[config.mk]
export PLATFORM = sky130hd
export DESIGN_NAME = linear_key_value_table
export DESIGN_NICKNAME = d
export VERILOG_FILES = /design/src/hdl/lkvt_pkg.sv /design/src/hdl/lkvt_ctrl.sv /design/src/hdl/lkvt_dp.sv /design/src/hdl/linear_key_value_table.sv
export SDC_FILE = /design/constraint.sdc
export NUM_CORES = 2
export LEC_CHECK = 0
export BUFFER_PORTS_ARGS = -buffer_cell sky130_fd_sc_hd__buf_2
export CAP_MARGIN = 5
export CORE_ASPECT_RATIO = 0.7
export CORE_MARGIN = 3
export CORE_UTILIZATION = 45
export CTS_CLUSTER_DIAMETER = 200
export DETAILED_ROUTE_END_ITERATION = 12
export PLACE_DENSITY = 0.65
export REMOVE_ABC_BUFFERS = 1
export SLEW_MARGIN = 20
export SYNTH_ARGS = -nofsm -noshare
export SYNTH_HDL_FRONTEND = slang
export SYNTH_SLANG_ARGS = --single-unit
[constraint.sdc]
create_clock -name clk -period 9.61 [get_ports clk]
set_clock_uncertainty 0.05 [all_clocks]
set_input_delay 1.922 -clock clk [delete_from_list [all_inputs] [get_ports clk]]
set_output_delay 1.922 -clock clk [all_outputs]
set_load 0.005 [all_outputs]
[src/hdl/lkvt_pkg.sv]
// Shared types and constants for the linear key/value table.
package lkvt_pkg;

	localparam int ENTRIES_DEF   = 16;
	localparam int KEY_BYTES_DEF = 8;

	localparam int KEY_W   = 64;
	localparam int VAL_W   = 32;
	localparam int STAT_W  = 2;
	localparam int IDX_W   = 4;
	localparam int COUNT_W = 5;

	typedef enum logic [1:0] {
		KIND_INSERT = 2'd0,
		KIND_KEY    = 2'd1,
		KIND_VALUE  = 2'd2,
		KIND_NONE   = 2'd3
	} kind_t;

	localparam logic [STAT_W-1:0] ST_OK   = 2'd0;
	localparam logic [STAT_W-1:0] ST_MISS = 2'd1;
	localparam logic [STAT_W-1:0] ST_FULL = 2'd2;

	localparam logic signed [VAL_W-1:0] NONE_VALUE = -32'sd1;

	typedef enum logic [1:0] {
		RES_INS_OK,
		RES_FULL,
		RES_MISS,
		RES_HIT
	} res_sel_t;

	typedef enum logic [1:0] {
		S_IDLE,
		S_DECIDE,
		S_SCAN,
		S_DONE
	} state_t;

	typedef struct packed {
		logic     latch;
		logic     wr;
		logic     start;
		logic     step;
		logic     set_res;
		res_sel_t res_sel;
		logic     load_out;
	} lkvt_cmd_t;

	typedef struct packed {
		kind_t kind;
		logic  full;
		logic  empty;
		logic  at_end;
		logic  s1_valid;
		logic  hit;
		logic  out_free;
	} lkvt_stat_t;

endpackage

[src/hdl/lkvt_ctrl.sv]
// Controller state machine for the linear key/value table.
module lkvt_ctrl import lkvt_pkg::*; (
	input  logic       clk,
	input  logic       arst_n,
	input  logic       in_valid,
	output logic       in_ready,
	input  lkvt_stat_t stat,
	output lkvt_cmd_t  cmd
);

	state_t state_q, state_d;

	always_ff @(posedge clk or negedge arst_n) begin
		if (!arst_n) begin
			state_q <= S_IDLE;
		end else begin
			state_q <= state_d;
		end
	end

	always_comb begin
		state_d = state_q;
		unique case (state_q)
			S_IDLE: begin
				if (in_valid) state_d = S_DECIDE;
			end
			S_DECIDE: begin
				if ((stat.kind == KIND_KEY || stat.kind == KIND_VALUE) && !stat.empty) begin
					state_d = S_SCAN;
				end else begin
					state_d = S_DONE;
				end
			end
			S_SCAN: begin
				if (stat.hit || (stat.at_end && !stat.s1_valid)) state_d = S_DONE;
			end
			S_DONE: begin
				if (stat.out_free) state_d = S_IDLE;
			end
			default: state_d = S_IDLE;
		endcase
	end

	always_comb begin
		in_ready = 1'b0;
		cmd      = '0;
		cmd.res_sel = RES_MISS;
		unique case (state_q)
			S_IDLE: begin
				in_ready  = 1'b1;
				cmd.latch = in_valid;
			end
			S_DECIDE: begin
				unique case (stat.kind)
					KIND_INSERT: begin
						cmd.set_res = 1'b1;
						if (stat.full) begin
							cmd.res_sel = RES_FULL;
						end else begin
							cmd.wr      = 1'b1;
							cmd.res_sel = RES_INS_OK;
						end
					end
					KIND_KEY, KIND_VALUE: begin
						if (stat.empty) begin
							cmd.set_res = 1'b1;
						end else begin
							cmd.start = 1'b1;
						end
					end
					default: cmd.set_res = 1'b1;
				endcase
			end
			S_SCAN: begin
				cmd.step = !stat.at_end && !stat.hit;
				if (stat.hit) begin
					cmd.set_res = 1'b1;
					cmd.res_sel = RES_HIT;
				end else if (stat.at_end && !stat.s1_valid) begin
					cmd.set_res = 1'b1;
				end
			end
			S_DONE: begin
				cmd.load_out = stat.out_free;
			end
			default: ;
		endcase
	end

endmodule

[src/hdl/lkvt_dp.sv]
// Datapath: key/value stores, scan pointer, comparator and result registers.
module lkvt_dp import lkvt_pkg::*; #(
	parameter int ENTRIES   = ENTRIES_DEF,
	parameter int KEY_BYTES = KEY_BYTES_DEF
) (
	input  logic                     clk,
	input  logic                     arst_n,
	input  logic [1:0]               kind,
	input  logic [KEY_W-1:0]         key,
	input  logic signed [VAL_W-1:0]  value,
	input  lkvt_cmd_t                cmd,
	output lkvt_stat_t               stat,
	output logic                     out_valid,
	input  logic                     out_ready,
	output logic [STAT_W-1:0]        status,
	output logic [IDX_W-1:0]         index,
	output logic signed [VAL_W-1:0]  found_value,
	output logic [COUNT_W-1:0]       count
);

	localparam int KB_W = 8 * KEY_BYTES;
	localparam int AW   = (ENTRIES > 1) ? $clog2(ENTRIES) : 1;
	localparam int CW   = $clog2(ENTRIES + 1);

	logic [KB_W-1:0]  key_mem [ENTRIES];
	logic [VAL_W-1:0] val_mem [ENTRIES];

	logic [KB_W-1:0]  key_norm;
	kind_t            kind_q;
	logic [KB_W-1:0]  key_q;
	logic [VAL_W-1:0] val_q;
	logic [CW-1:0]    count_q;
	logic [CW-1:0]    ptr_q;
	logic             s1_valid_q;
	logic [CW-1:0]    idx_s1;
	logic [KB_W-1:0]  rd_key_s1;
	logic [VAL_W-1:0] rd_val_s1;
	logic             match;

	logic [STAT_W-1:0]  res_status_q;
	logic [IDX_W-1:0]   res_index_q;
	logic [VAL_W-1:0]   res_fv_q;
	logic [COUNT_W-1:0] res_count_q;
	logic               out_valid_q;
	logic [STAT_W-1:0]  out_status_q;
	logic [IDX_W-1:0]   out_index_q;
	logic [VAL_W-1:0]   out_fv_q;
	logic [COUNT_W-1:0] out_count_q;

	// keep bytes up to the first zero byte
	always_comb begin
		logic keep;
		keep     = 1'b1;
		key_norm = '0;
		for (int b = 0; b < KEY_BYTES; b++) begin
			keep = keep && (key[8*b +: 8] != 8'h00);
			if (keep) key_norm[8*b +: 8] = key[8*b +: 8];
		end
	end

	always_ff @(posedge clk) begin
		if (cmd.latch) begin
			kind_q <= kind_t'(kind);
			key_q  <= key_norm;
			val_q  <= value;
		end
	end

	always_ff @(posedge clk) begin
		if (cmd.wr) begin
			key_mem[count_q[AW-1:0]] <= key_q;
			val_mem[count_q[AW-1:0]] <= val_q;
		end
		if (cmd.step) begin
			rd_key_s1 <= key_mem[ptr_q[AW-1:0]];
			rd_val_s1 <= val_mem[ptr_q[AW-1:0]];
			idx_s1    <= ptr_q;
		end
	end

	always_ff @(posedge clk or negedge arst_n) begin
		if (!arst_n) begin
			count_q    <= '0;
			ptr_q      <= '0;
			s1_valid_q <= 1'b0;
		end else begin
			if (cmd.wr) count_q <= count_q + CW'(1);
			if (cmd.start) begin
				ptr_q <= '0;
			end else if (cmd.step) begin
				ptr_q <= ptr_q + CW'(1);
			end
			s1_valid_q <= cmd.step;
		end
	end

	assign match = s1_valid_q &&
		((kind_q == KIND_KEY) ? (rd_key_s1 == key_q) : (rd_val_s1 == val_q));

	always_ff @(posedge clk) begin
		if (cmd.set_res) begin
			unique case (cmd.res_sel)
				RES_INS_OK: begin
					res_status_q <= ST_OK;
					res_index_q  <= IDX_W'(count_q);
					res_fv_q     <= '0;
					res_count_q  <= COUNT_W'(count_q + CW'(1));
				end
				RES_FULL: begin
					res_status_q <= ST_FULL;
					res_index_q  <= '0;
					res_fv_q     <= '0;
					res_count_q  <= COUNT_W'(count_q);
				end
				RES_MISS: begin
					res_status_q <= ST_MISS;
					res_index_q  <= '0;
					res_fv_q     <= NONE_VALUE;
					res_count_q  <= COUNT_W'(count_q);
				end
				RES_HIT: begin
					res_status_q <= ST_OK;
					res_index_q  <= IDX_W'(idx_s1);
					res_fv_q     <= (kind_q == KIND_KEY) ? rd_val_s1 : val_q;
					res_count_q  <= COUNT_W'(count_q);
				end
				default: ;
			endcase
		end
	end

	always_ff @(posedge clk or negedge arst_n) begin
		if (!arst_n) begin
			out_valid_q <= 1'b0;
		end else if (cmd.load_out) begin
			out_valid_q <= 1'b1;
		end else if (out_ready) begin
			out_valid_q <= 1'b0;
		end
	end

	always_ff @(posedge clk) begin
		if (cmd.load_out) begin
			out_status_q <= res_status_q;
			out_index_q  <= res_index_q;
			out_fv_q     <= res_fv_q;
			out_count_q  <= res_count_q;
		end
	end

	assign stat.kind     = kind_q;
	assign stat.full     = (count_q == CW'(ENTRIES));
	assign stat.empty    = (count_q == '0);
	assign stat.at_end   = (ptr_q == count_q);
	assign stat.s1_valid = s1_valid_q;
	assign stat.hit      = match;
	assign stat.out_free = !out_valid_q || out_ready;

	assign out_valid   = out_valid_q;
	assign status      = out_status_q;
	assign index       = out_index_q;
	assign found_value = out_fv_q;
	assign count       = out_count_q;

endmodule

[src/hdl/linear_key_value_table.sv]
// Top level of the linear key/value table: controller plus datapath.
//
// Append-only table of key/value pairs, searched from slot 0 upward.
// Input channel (in_valid/in_ready) carries one item: kind, key, value.
//   kind 0 inserts the pair at the next free slot (or reports full),
//   kind 1 looks up by key, kind 2 looks up by value, kind 3 is a no-op miss.
// Keys are normalized: cut to KEY_BYTES bytes, bytes after the first zero cleared.
// Output channel (out_valid/out_ready) returns one result per item:
//   status, index, found_value, count.
// Timing: one item in flight at a time. An insert, a no-op or a lookup on an
//   empty table loads its result without a scan; a lookup scans up from
//   slot 0 and stops at the first hit, and a miss scans all count slots.
//   The next item is accepted the cycle after the result is loaded. The scan
//   reads one slot per cycle through a registered read port and one comparator.
// The output register holds a finished result while the next item is taken;
//   if the receiver stalls, the next result waits inside the block and the
//   input stays blocked until the output register is free.
// Reset clears the entry count and all handshake state; the stores are not
//   cleared, since slots at or above the count are never read.
module linear_key_value_table import lkvt_pkg::*; #(
	parameter int ENTRIES   = ENTRIES_DEF,
	parameter int KEY_BYTES = KEY_BYTES_DEF
) (
	input  logic                     clk,
	input  logic                     arst_n,
	input  logic                     in_valid,
	output logic                     in_ready,
	input  logic [1:0]               kind,
	input  logic [KEY_W-1:0]         key,
	input  logic signed [VAL_W-1:0]  value,
	output logic                     out_valid,
	input  logic                     out_ready,
	output logic [STAT_W-1:0]        status,
	output logic [IDX_W-1:0]         index,
	output logic signed [VAL_W-1:0]  found_value,
	output logic [COUNT_W-1:0]       count
);

	// command and status bundles between controller and datapath
	lkvt_cmd_t  cmd;
	lkvt_stat_t stat;

	lkvt_ctrl u_ctrl (
		.clk      (clk),
		.arst_n   (arst_n),
		.in_valid (in_valid),
		.in_ready (in_ready),
		.stat     (stat),
		.cmd      (cmd)
	);

	// stores, scan pointer, comparator, result and output registers
	lkvt_dp #(
		.ENTRIES   (ENTRIES),
		.KEY_BYTES (KEY_BYTES)
	) u_dp (
		.clk         (clk),
		.arst_n      (arst_n),
		.kind        (kind),
		.key         (key),
		.value       (value),
		.cmd         (cmd),
		.stat        (stat),
		.out_valid   (out_valid),
		.out_ready   (out_ready),
		.status      (status),
		.index       (index),
		.found_value (found_value),
		.count       (count)
	);

endmodule

**Word level (Yosys, flattened, before mapping)**

Memory sizes are Yosys's and may differ from the RTL's. A register that Yosys moved wholly into a read port is not among the register bits.
Cells that the tools add are included.
Widths: inputs -> output; s select.

- Input port bits: 102
- Bits in read-only memories: 0
- Flip-flop bits (word level): 202
- Memories kept: 2
- RAM bits: 1,536
- Latch bits: 0
- Output and inout port bits: 45

Memory list:

| name | words | width | read ports | clocked after Yosys merged registers in | write ports | line | source |
|---|---|---|---|---|---|---|---|
| u_dp.key_mem | 16 | 64 | 1 | 1 | 1 | lkvt_dp.sv:25 | `logic [KB_W-1:0] key_mem [ENTRIES];` |
| u_dp.val_mem | 16 | 32 | 1 | 1 | 1 | lkvt_dp.sv:26 | `logic [VAL_W-1:0] val_mem [ENTRIES];` |

- Multipliers: 0
- Equal/unequal tests: 15
- $add $sub $neg: 2
- Bitwise logic cells: 0
- Mux-type cells: 34
- Divide/modulo/power cells: 0
- Shift operators: 0
- Reductions and logical operators: 39
- Order comparisons: 0

Operators with widths:

| kind | count |
|---|---|
| $pmux 32 s3 | 1 |
| $eq 64x64->1 | 1 |
| $reduce_bool 8->1 | 8 |
| $eq 32x32->1 | 1 |
| $mux 32 | 1 |
| $mux 1 | 20 |
| $pmux 4 s3 | 1 |
| $logic_and 1x1->1 | 11 |
| $add 5x1->5 const B | 2 |
| $eq 2x2->1 const B | 5 |
| $mux 2 | 5 |
| $mux 5 | 2 |
| $pmux 5 s2 | 1 |
| $pmux 2 s4 | 1 |
| $reduce_or 2->1 | 4 |
| $eq 2x1->1 const B | 3 |
| $logic_not 2->1 | 3 |
| $pmux 2 s3 | 1 |
| $pmux 3 s2 | 1 |
| $eq 5x5->1 | 1 |
| $eq 5x5->1 const B | 1 |
| $logic_not 1->1 | 5 |
| $logic_not 5->1 | 1 |
| $ne 2x1->1 const B | 2 |
| other kinds (5) | 8 |

**Depth between registers and ports, before layout**

- Depth in word-level cells: 8
- Gate-level depth with buffers: 9
- Mapped depth without buffers: 8

**Cells and area by module**

Synthesis repeated with hierarchy kept, for this count alone.

- Cells, all modules: 2,842
- Area total of the unflattened synthesis: 69,502.9 um^2

By module, submodules not included:

| module | cells each | area an instance (um^2) | seq. area each (um^2) | times used |
|---|---|---|---|---|
| lkvt_dp | 2,804 | 69,155.1 | 54,952.7 | 1 |
| lkvt_ctrl | 38 | 347.8 | 50.0 | 1 |

**Worst setup path after synthesis**

No wires, ideal clock.

- Path kind: reg-to-reg
- Start point: register u_dp.count_q[0]
- End point: memory u_dp.key_mem[0][0] in the netlist's numbering (enable)
- Slack: 1,350 ps
- Path buffers: 0
- Period minus slack after synthesis: 8,260 ps
- Cell stages (with the launch flop): 5
- Arrival: 7,542 ps
- Data required time: 8,892 ps
- Library setup time: 668 ps
- Cell sequence: dfrtp_1 inv_1 ha_1 nand3_1 nor3_1

- Longest elaborated chain between the ends: 6

RTL lines:

| item | line | source |
|---|---|---|
| start: declaration | lkvt_dp.sv:32 | `logic [CW-1:0] count_q;` |
| start signal: assignment | lkvt_dp.sv:87 | `if (cmd.wr) count_q <= count_q + CW'(1);` |
| $eq 5x5->1 | lkvt_dp.sv:152 | `assign stat.full = (count_q == CW'(ENTRIES));` |
| $mux 1 | lkvt_ctrl.sv:57 | `if (stat.full) begin` |
| $mux 1 | lkvt_ctrl.sv:54 | `unique case (stat.kind)` |
| $mux 2 | lkvt_ctrl.sv:48 | `unique case (state_q)` |
| $mux 1 | lkvt_dp.sv:70 | `if (cmd.wr) begin` |
| $mux 1 (implied by the code) | lkvt_dp.sv:71 | `key_mem[count_q[AW-1:0]] <= key_q;` |
| end: declaration | lkvt_dp.sv:25 |  |

Parallel ways exist; a longest one is shown, timed or not.

==> impl_metrics.tcl <==
set metrics [dict create \
    rr_worst_depth 8 \
    drtAntennaViolNets 0 \
    cts_num_sinks 1834 \
    worstMarginPinSlew_ns 1.10 \
    cap_violations 0 \
    r2r_start "u_dp.val_q[3]" \
    post_cts_resized 0 \
    cts_tree "yes" \
    hpwl_um 76600 \
    overflow 0 \
    critPathRequiredTime_ns 9.98 \
    vias_per_cell 5.98 \
    cp.arrival_ns 5.44 \
    gp_congestion 0.772 \
    row_count 119 \
    h-tree-depth 4 \
    synth_edf_count 1820 \
    synth-main-ff-cell "edfxtp_1" \
    crit_path_end "u_dp.res_fv_q[6]" \
    dieArea_um2 159000 \
    reg2reg_setup_slack_ns 4.54 \
    start_util_pct 45.7 \
    post_cts_buffers 0 \
    period_share_pct 52.8 \
    slew_headroom_pct 26.2 \
    r2r-end "u_dp.res_fv_q[6]" \
    setup_tns_ns 0 \
    powerDensity_nw_per_um2 270 \
    coreArea_um2 152000 \
    cts_hold_buf 0 \
    dp.cells 4903 \
    post-route-drc-count 0 \
    crit_path_start_kind "flop" \
    async_flop_share_pct 0.763 \
    synth_area_um2 69300 \
    insertion_delay_ns 0.79 \
    setup_viol 0 \
    root_buffer "clkbuf_16" \
    ys_types 45 \
    yosysWarnings 0 \
    crit_type "flop to flop" \
    cts_buffer_depth 3 \
    crit_start "u_dp.val_q[3]" \
    final-max-slew-violation-count 0 \
    fin_cells 5201 \
    io_buffers 146 \
    fin_nets 3188 \
    yosys.area.top_type "edfxtp_1" \
    layout-drive-gt1-share_pct 29.2 \
    grtUsageTotal_pct 20.0 \
    synth.top_cells.by_count "1820 x edfxtp_1, 480 x mux4_2, 80 x clkbuf_1" \
    status "completed" \
    die_h_um 334 \
    crit_path_end_kind "flop" \
    max_freq_mhz 197 \
    die_w_um 475 \
    drtIter0Drc 4067 \
    cts_buffers 166 \
    hold_class "flop to flop" \
    power_mw 21.0 \
    antenna_found_initial 7 \
    grt_pass1_vias 31700 \
    synth-seq-cells 1834 \
    syn_inst 2845 \
    rsz0062_at_grt "no" \
    worstPathMaxFanout 30 \
    area_growth_pct 12.4 \
    ys_seq_area_share_pct 79.4 \
    finalHoldViolations 0 \
    routedWlPerCell_um 30.2 \
    synth_area_per_cell_um2 24.4 \
    first_pass_iters 7 \
    clk_pin_slew_worst_paths_ns 0.06 \
    wl_um 157000 \
    grt_max_degree 97 \
    fill_cells 11400 \
    finalInstanceArea_um2 77900 \
    vdd_ir_drop_max_v 0.000235 \
    grt_pass1_wl_um 228000 \
    min_period_ns 5.07 \
    dr_total_vias 31100 \
    io_pins 147 \
    synth_top_area_share_pct 78.9 \
    placed_area_um2 72700 \
    synth_area_leaders "edfxtp_1 79%, mux4_2 16%, xor2_1 0.85%, xnor2_1 0.57%, dfrtp_1 0.51%" \
    synth.most_common_cell "edfxtp_1" \
    holdWs_ns 0.369 \
    leakage_nw 23.8 \
]
state kept, by name, summed over array words and instances (netlist names), 32 cells and up:
| name | flops |
|---|---|
| u_dp.key_mem | 1024 |
| u_dp.key_q | 64 |
| u_dp.val_mem | 512 |
| u_dp.found_value | 32 |
| u_dp.rd_key_s1 | 64 |
| u_dp.val_q | 32 |
| u_dp.rd_val_s1 | 32 |
| u_dp.res_fv_q | 32 |
cells by family after synthesis:
| family | after synthesis | share of synthesized area, % |
|---|---|---|
| compound gates | 57 | 0.542 |
| xor+xnor | 112 | 1.42 |
| buf+inv | 140 | 0.840 |
| flops | 1834 | 79.4 |
| simple gates | 177 | 1.52 |
| fa+ha+maj | 11 | 0.199 |
| mux | 514 | 16.1 |
worst max-delay path, stage by stage (launching register included):
cell and delay (ns):
edfxtp_1 0.60, xor2_1 0.26, nor4_1 0.94, nand4_1 0.24, nor3_1 0.61, a41o_1 0.51
nand2_1 0.17, a311oi_4 0.80, buf_4 0.51
placed cells by master, fill, tap and decap left out, types with 8 or more instances in the layout:
cell type / instances
clkinv_2: 16
buf_2: 146
nand4_1: 14
clkbuf_1: 47
a21oi_1: 35
ha_1: 10
edfxtp_1: 1820
nor2_4: 16
mux4_2: 480
and2_1: 48
nand2_1: 22
inv_1: 8
buf_12: 13
nor2_1: 10
xor2_1: 67
nor4_1: 20
xnor2_1: 45
buf_4: 32
mux2i_1: 33
clkbuf_16: 171
dfrtp_1: 10
nor4_2: 8
bufinv_16: 10
clkinv_1: 32
where the power goes:
part / total [mW] / internal, mW / switching, mW
Clock: 6.36 / 3.55 / 2.81
Sequential: 10.4 / 9.81 / 0.620
Combinational: 4.23 / 2.12 / 2.12
Total: 21.0 / 15.5 / 5.55
metal layers:
| metal | wire length, um | vias up | track usage [%] |
|---|---|---|---|
| met5 | 13 | - | 0 |
| met4 | 3200 | 2 | 5.19 |
| met3 | 12300 | 210 | 3.28 |
| met2 | 75000 | 1434 | 30.8 |
| met1 | 66700 | 16900 | 30.0 |
| li1 | - | 12600 | - |
layout make-up:
| type | count | area (um2) | area share [%] |
|---|---|---|---|
| timing repair buffer | 194 | 1260 | 1.62 |
| inverter | 8 | 30.0 | 0.0386 |
| antenna | 4 | 10.0 | 0.0129 |
| clock buffer | 220 | 4480 | 5.76 |
| tap | 1996 | 2500 | 3.21 |
| sequential | 1834 | 55000 | 70.7 |
| clock inverter | 74 | 676 | 0.868 |
| multi-input combinational | 871 | 13900 | 17.8 |
stage by stage:
step	utilization (%)	worst slack [ns]
floorplan	-	-10.36
global placement	47.9	4.52
detailed placement	47.9	4.39
CTS	51.3	4.63
global route	51.3	4.33
finish	51.3	4.54
how the worst min path moves through the flow:
stage                              startpoint                   end  slack, ns  depth (start not counted)
after floorplan           u_dp.res_count_q[0]         u_dp.count[0]       0.35                          0
after global placement    u_dp.res_count_q[1]         u_dp.count[1]       0.37                          0
after detailed placement    u_dp.res_fv_q[29]  u_dp.found_value[29]       0.36                          0
after CTS                   u_dp.res_fv_q[29]  u_dp.found_value[29]       0.37                          0
after global routing        u_dp.res_fv_q[28]  u_dp.found_value[28]       0.38                          0
final                       u_dp.res_fv_q[29]  u_dp.found_value[29]       0.37                          0
No activity file was read; power rests on OpenSTA's default activity.
